--- src/spq_pkg.sv ---
// shared types and codes for the sorted priority queue
package spq_pkg;

  localparam int unsigned DefCapacity = 16;
  localparam int unsigned DataW       = 32;
  localparam int unsigned StatusW     = 2;
  localparam int unsigned CountOutW   = 5;

  typedef enum logic {
    OP_INSERT = 1'b0,
    OP_REMOVE = 1'b1
  } op_e;

  typedef enum logic [StatusW-1:0] {
    ST_DONE  = 2'd0,
    ST_EMPTY = 2'd1,
    ST_FULL  = 2'd2
  } status_e;

  // command broadcast to every cell
  typedef struct packed {
    logic             ins;
    logic             rem;
    logic [DataW-1:0] data;
    logic [DataW-1:0] prio;
  } spq_cmd_t;

  // what a cell shows to its neighbors
  typedef struct packed {
    logic             valid;
    logic             after;
    logic [DataW-1:0] data;
    logic [DataW-1:0] prio;
  } spq_link_t;

endpackage

--- src/spq_cell.sv ---
// one slot of the sorted shift-register queue
module spq_cell
  import spq_pkg::*;
(
  input  logic      clk_i,
  input  logic      rst_ni,
  input  spq_cmd_t  cmd_i,
  input  spq_link_t left_i,
  input  spq_link_t right_i,
  output spq_link_t self_o
);

  logic             valid_q, valid_d;
  logic [DataW-1:0] data_q, data_d;
  logic [DataW-1:0] prio_q, prio_d;
  logic             after;

  // entry stays ahead of the new key when it is held and not greater
  assign after = valid_q && ($signed(prio_q) <= $signed(cmd_i.prio));

  // next slot contents
  always_comb begin
    valid_d = valid_q;
    data_d  = data_q;
    prio_d  = prio_q;
    if (cmd_i.ins) begin
      valid_d = valid_q | left_i.valid;
      if (!after) begin
        if (left_i.after) begin
          data_d = cmd_i.data;
          prio_d = cmd_i.prio;
        end else begin
          data_d = left_i.data;
          prio_d = left_i.prio;
        end
      end
    end else if (cmd_i.rem) begin
      valid_d = right_i.valid;
      data_d  = right_i.data;
      prio_d  = right_i.prio;
    end
  end

  // occupancy flag
  always_ff @(posedge clk_i or negedge rst_ni) begin
    if (!rst_ni) begin
      valid_q <= 1'b0;
    end else begin
      valid_q <= valid_d;
    end
  end

  // entry payload
  always_ff @(posedge clk_i) begin
    data_q <= data_d;
    prio_q <= prio_d;
  end

  assign self_o.valid = valid_q;
  assign self_o.after = after;
  assign self_o.data  = data_q;
  assign self_o.prio  = prio_q;

`ifndef SYNTH
  // order holds against the right neighbor
  assert property (@(posedge clk_i) disable iff (!rst_ni)
    valid_q && right_i.valid |-> $signed(prio_q) <= $signed(right_i.prio))
    else $error("spq_cell: entries out of order");

  // a held entry never follows an empty slot
  assert property (@(posedge clk_i) disable iff (!rst_ni)
    valid_q |-> left_i.valid)
    else $error("spq_cell: gap in the queue");

  // a remove pulls in the right neighbor's flag
  assert property (@(posedge clk_i) disable iff (!rst_ni)
    cmd_i.rem |=> valid_q == $past(right_i.valid))
    else $error("spq_cell: remove did not shift the slot");
`endif

endmodule

--- src/sorted_priority_queue.sv ---
// sorted priority queue: a row of cells that shift as entries come and go
// the result register loads at the edge that accepts the item
// throughput: one insert or remove per cycle while no result is stuck in the output register
// every cell compares the new key against its own entry in parallel
// reset clears the cell valid flags, the count and the result valid; payloads are not reset
module sorted_priority_queue
  import spq_pkg::*;
#(
  parameter int unsigned CAPACITY = DefCapacity
) (
  input  logic                 clk_i,
  input  logic                 rst_ni,
  input  logic                 in_valid_i,
  output logic                 in_stall_o,
  input  logic                 operation_i,
  input  logic [DataW-1:0]     data_value_i,
  input  logic [DataW-1:0]     priority_req_i,
  output logic                 out_valid_o,
  input  logic                 out_stall_i,
  output logic [StatusW-1:0]   status_o,
  output logic [DataW-1:0]     removed_data_o,
  output logic [DataW-1:0]     removed_priority_o,
  output logic [CountOutW-1:0] entry_count_o
);

  localparam int unsigned CntW = $clog2(CAPACITY + 1);
  localparam int unsigned ExtW = (CntW > CountOutW) ? CntW : CountOutW;

  logic                accept;
  logic                full, empty;
  logic [CntW-1:0]     count_q, count_d;
  spq_cmd_t            cmd;
  spq_link_t           links [CAPACITY];
  logic [CAPACITY-1:0] valid_vec;

  logic                out_valid_q, out_valid_d;
  status_e             status_q, status_d;
  logic [DataW-1:0]    rdata_q, rdata_d;
  logic [DataW-1:0]    rprio_q, rprio_d;
  logic [CntW-1:0]     rcount_q;
  logic [ExtW-1:0]     rcount_ext;

  // handshake: take an item unless a result is stuck in the output register
  assign in_stall_o = out_valid_q && out_stall_i;
  assign accept     = in_valid_i && !in_stall_o;

  assign full  = (count_q == CntW'(CAPACITY));
  assign empty = (count_q == '0);

  // command to all cells
  always_comb begin
    cmd.ins  = accept && (op_e'(operation_i) == OP_INSERT) && !full;
    cmd.rem  = accept && (op_e'(operation_i) == OP_REMOVE) && !empty;
    cmd.data = data_value_i;
    cmd.prio = priority_req_i;
  end

  // the row of cells
  for (genvar i = 0; i < CAPACITY; i++) begin : g_cell
    spq_link_t left_l, right_l;
    if (i == 0) begin : g_head
      assign left_l = '{valid: 1'b1, after: 1'b1, data: '0, prio: '0};
    end else begin : g_mid
      assign left_l = links[i-1];
    end
    if (i == CAPACITY - 1) begin : g_tail
      assign right_l = '0;
    end else begin : g_body
      assign right_l = links[i+1];
    end
    spq_cell u_cell (
      .clk_i   (clk_i),
      .rst_ni  (rst_ni),
      .cmd_i   (cmd),
      .left_i  (left_l),
      .right_i (right_l),
      .self_o  (links[i])
    );
    assign valid_vec[i] = links[i].valid;
  end

  // entry count
  always_comb begin
    count_d = count_q;
    if (cmd.ins) begin
      count_d = count_q + CntW'(1);
    end else if (cmd.rem) begin
      count_d = count_q - CntW'(1);
    end
  end

  // result for the accepted item
  always_comb begin
    status_d = ST_DONE;
    rdata_d  = '0;
    rprio_d  = '0;
    if (op_e'(operation_i) == OP_INSERT) begin
      if (full) begin
        status_d = ST_FULL;
      end
    end else if (empty) begin
      status_d = ST_EMPTY;
    end else begin
      rdata_d = links[0].data;
      rprio_d = links[0].prio;
    end
  end

  assign out_valid_d = accept ? 1'b1 : (out_valid_q && out_stall_i);

  // control registers
  always_ff @(posedge clk_i or negedge rst_ni) begin
    if (!rst_ni) begin
      count_q     <= '0;
      out_valid_q <= 1'b0;
    end else begin
      count_q     <= count_d;
      out_valid_q <= out_valid_d;
    end
  end

  // result payload
  always_ff @(posedge clk_i) begin
    if (accept) begin
      status_q <= status_d;
      rdata_q  <= rdata_d;
      rprio_q  <= rprio_d;
      rcount_q <= count_d;
    end
  end

  assign rcount_ext         = ExtW'(rcount_q);
  assign out_valid_o        = out_valid_q;
  assign status_o           = status_q;
  assign removed_data_o     = rdata_q;
  assign removed_priority_o = rprio_q;
  assign entry_count_o      = rcount_ext[CountOutW-1:0];

`ifndef SYNTH
  // count never passes the capacity
  assert property (@(posedge clk_i) disable iff (!rst_ni)
    count_q <= CntW'(CAPACITY))
    else $error("sorted_priority_queue: count beyond capacity");

  // count agrees with the cells that hold entries
  assert property (@(posedge clk_i) disable iff (!rst_ni)
    $countones(valid_vec) == int'(count_q))
    else $error("sorted_priority_queue: count and cell flags disagree");

  // a dropped insert leaves the count alone
  assert property (@(posedge clk_i) disable iff (!rst_ni)
    accept && (op_e'(operation_i) == OP_INSERT) && full |=> $stable(count_q))
    else $error("sorted_priority_queue: full insert changed the queue");

  // a remove from a non-empty queue takes exactly one entry
  assert property (@(posedge clk_i) disable iff (!rst_ni)
    cmd.rem |=> count_q == $past(count_q) - CntW'(1))
    else $error("sorted_priority_queue: remove miscounted");
`endif

endmodule
--- config.mk ---
export PLATFORM = sky130hd
export DESIGN_NAME = sorted_priority_queue
export DESIGN_NICKNAME = d
export VERILOG_FILES = /design/src/spq_pkg.sv /design/src/spq_cell.sv /design/src/sorted_priority_queue.sv
export SDC_FILE = /design/constraint.sdc
export NUM_CORES = 2
export LEC_CHECK = 0
export BUFFER_PORTS_ARGS = -buffer_cell sky130_fd_sc_hd__buf_4
export CAP_MARGIN = 20
export CORE_ASPECT_RATIO = 1.5
export CORE_UTILIZATION = 25
export DETAILED_ROUTE_END_ITERATION = 16
export GPL_TIMING_DRIVEN = 0
export PLACE_DENSITY_LB_ADDON = 0.08
export SKIP_LAST_GASP = 1
export SYNTH_ARGS = -nofsm -noshare
export SYNTH_HDL_FRONTEND = slang
export SYNTH_HIERARCHICAL = 1
export SYNTH_SLANG_ARGS = --single-unit
--- constraint.sdc ---
create_clock -name clk_i -period 6.1 [get_ports clk_i]
set_input_delay 0.61 -clock clk_i [delete_from_list [all_inputs] [get_ports clk_i]]
set_output_delay 0.61 -clock clk_i [all_outputs]
set_load 0.05 [all_outputs]
==> results.cfg <==
[setup_path]
rrSetupSlack_ps = 1520
worst-endpoint-arrival_ps = 5100
cp-start-kind = flip-flop
path_class = reg -> reg
endpoint = g_cell[9].u_cell/prio_q[9]$_DFFE_PP_
r2r_end = g_cell[9].u_cell/prio_q[9]$_DFFE_PP_
critPathSlowestCell = o41ai_1
slowest_delay_ps = 780
cp.depth = 12
r2r-start = g_cell[8].u_cell/prio_q[7]$_DFFE_PP_
crit_fanout = 10
crit_chain = ha_1, a21oi_1, o21ai_0, a21o_1, o41ai_1, a31o_1, and2_1, buf_4, clkbuf_1, buf_2, mux2i_1, a21oi_1
r2r.worst_path.cells = 12
cp-end-kind = flip-flop
worst_path_dominant_cell_family = compound AO/OA/AOI/OAI gates
crit_start = g_cell[8].u_cell/prio_q[7]$_DFFE_PP_
crit_top_cell = a21oi_1
path_buf_inv = 3
required_ps = 6620

[synth]
netlist_area_mm2 = 0.0697
syn_area_per_cell_um2 = 10.5
synth_cells = 6623
yosysWarnings = 6

[timing]
setup_viol = 0
post-route-period-util_pct = 75.1
maxSlewHeadroom_pct = 27.4
fmax_mhz = 218
skew_ps = 50.0
slew_violations = 0
grt_setup_unrepaired = no
min_period_ps = 4580
tightestPinTransition_ps = 1090
layout_setup_ws_ps = 1520
report.final.hold_viol_count = 0

[clocking]
clk_latency_ps = 820
cts_buffer_depth = 4
cts_buffers = 147
postCtsSetupRepairBufs = 0
cts_tree = yes
clk_pin_slew_ps = 60
ctsHtreeMaxLevel = 4
cts_sinks = 1117
cts_root_buf = clkbuf_16
cts_resized = 0

[drt]
drt_iter0_drc = 2517
route.final.wire_length_um = 235000
drc = 0
antenna_left = 0
vias_per_cell = 4.51
wire_per_inst_um = 21.5
vias = 49100
dr.pass1.iters = 5

[floorplan]
row_count = 237
design.die.area_mm2 = 0.281
initial_utilization_pct = 25.1
coreArea_mm2 = 0.278
die_h_um = 649
die_w_um = 433
ios = 142

[hold_path]
hp-class = in -> reg

[power_and_ir_drop]
swShare_pct = 34.2
combPwrFrac_pct = 29.4
p_per_area_mw_per_mm2 = 336
p_switching_w = 0.00934
peakVddDrop_mv = 0.161
power.leakage_nw = 32.2
clkPwrFrac_pct = 30.3
p_int_w = 0.0180
p_seq_share_pct = 40.3

[placement]
gp_congestion = 0.797
hpwl_um = 193000
pre_cts_ws_ps = 630
port-buffer-count = 141

[global_route]
grt_max_degree = 40
grt.overflow.total = 0
grt_pass1_wl_um = 344000
antenna_found_initial = 13
grt_pass1_vias = 51900
track_usage_pct = 16.4

[job]
drv_cap = 0

[layout]
drive_above_1_share_pct = 9.05
syn2layout_area_growth_pct = 16.8
final_util_pct = 29.3
nets = 7664
num-fill-cells = 29200

[run_status]
status = complete, no violations
==> worst register-to-register path: cells and delay by family (launching register included) <==
family,cells,cell delay [ps]
DFF,1,450
adders and majority gates,1,320
muxes,1,300
buffers and inverters,3,1330
and+or+nand+nor,1,160
AOI/OAI and AO/OA,6,1760
==> through the flow <==
stage | setup TNS (ps) | total power (W) | instances | hold slack, ps | cell area, µm²
6_report | 0 | 0.0273 | 10900 | 135 | 81400
5_1_grt | 0 | 0.0289 | 10900 | 110 | 81400
4_1_cts | 0 | 0.0279 | 10900 | 61.8 | 81300
3_5_place_dp | 0 | 0.0194 | 10600 | 552 | 77000
3_3_place_gp | -1859860 | 0.0191 | 10600 | 545 | 76000
2_1_floorplan | 0 | 0.0165 | 6752 | 314 | 70300
==> worst min-delay path by stage <==
stage | start | end | cells past startpoint
finish | out_stall_i | out_valid_o$_DFF_PN0_ | 3
global route | out_stall_i | out_valid_o$_DFF_PN0_ | 3
CTS | out_stall_i | out_valid_o$_DFF_PN0_ | 3
detailed placement | g_cell[15].u_cell/data_q[14]$_DFFE_PP_ | g_cell[14].u_cell/data_q[14]$_DFFE_PP_ | 2
global placement | g_cell[15].u_cell/data_q[15]$_DFFE_PP_ | g_cell[14].u_cell/data_q[15]$_DFFE_PP_ | 2
floorplan | rst_ni | count_q[0]$_DFF_PN0_ | 0
==> routing by layer <==
layer  up-vias  part of all wire [%]  GRT usage, %
met1     23000                    39          18.2
met2       899                    54          31.6
met3       314                   3.5          1.90
li1      24900                     -             -
met5         -                 0.023             0
met4        10                   3.4          5.62
==> sequential cells by signal, indices dropped and copies added, names as in the netlist <==
register / cells
g_cell.u_cell/data_q: 512
removed_data_o: 32
g_cell.u_cell/valid_q: 16
out_valid_o: 1
count_q: 5
entry_count_o: 5
removed_priority_o: 32
g_cell.u_cell/prio_q: 512
status_o: 2
==> power groups by stage <==
| stage | logic (W) | clock network (W) | registers, W |
|---|---|---|---|
| after floorplan | 0.00556 | 0 | 0.0110 |
| after global placement | 0.00783 | 0 | 0.0113 |
| after detailed placement | 0.00821 | 0 | 0.0112 |
| after CTS | 0.00821 | 0.00867 | 0.0110 |
| after global routing | 0.00891 | 0.00886 | 0.0112 |
| final | 0.00803 | 0.00829 | 0.0110 |
==> area by class of cell <==
type	instances	area (µm²)	share of cell area [%]
sequential	1117	33400	41.1
multi-input combinational	4710	33200	40.8
tap	3704	4630	5.70
clock buffer	183	3910	4.80
inverter	529	1990	2.44
timing repair buffer	180	1920	2.36
buffer	396	1830	2.25
clock inverter	69	463	0.569
antenna	8	20.0	0.0246
==> cell usage in the layout, fill, tap and decap left out, types with 131 or more instances in the layout <==
cell type and instances:
ha_1 514, conb_1 131, edfxtp_1 1095, mux2i_1 1025, a21oi_1 1206, nor2_1 1077, clkbuf_1 243, clkbuf_16 150
inv_1 528, buf_4 172
==> repair_timing <==
action / in CTS / in global routing
hold endpoints to repair: 23 / 0
hold buffers: 2 / 0
setup endpoints to repair: 0 / 0
Note: power is estimated with default switching activity, not from simulation.
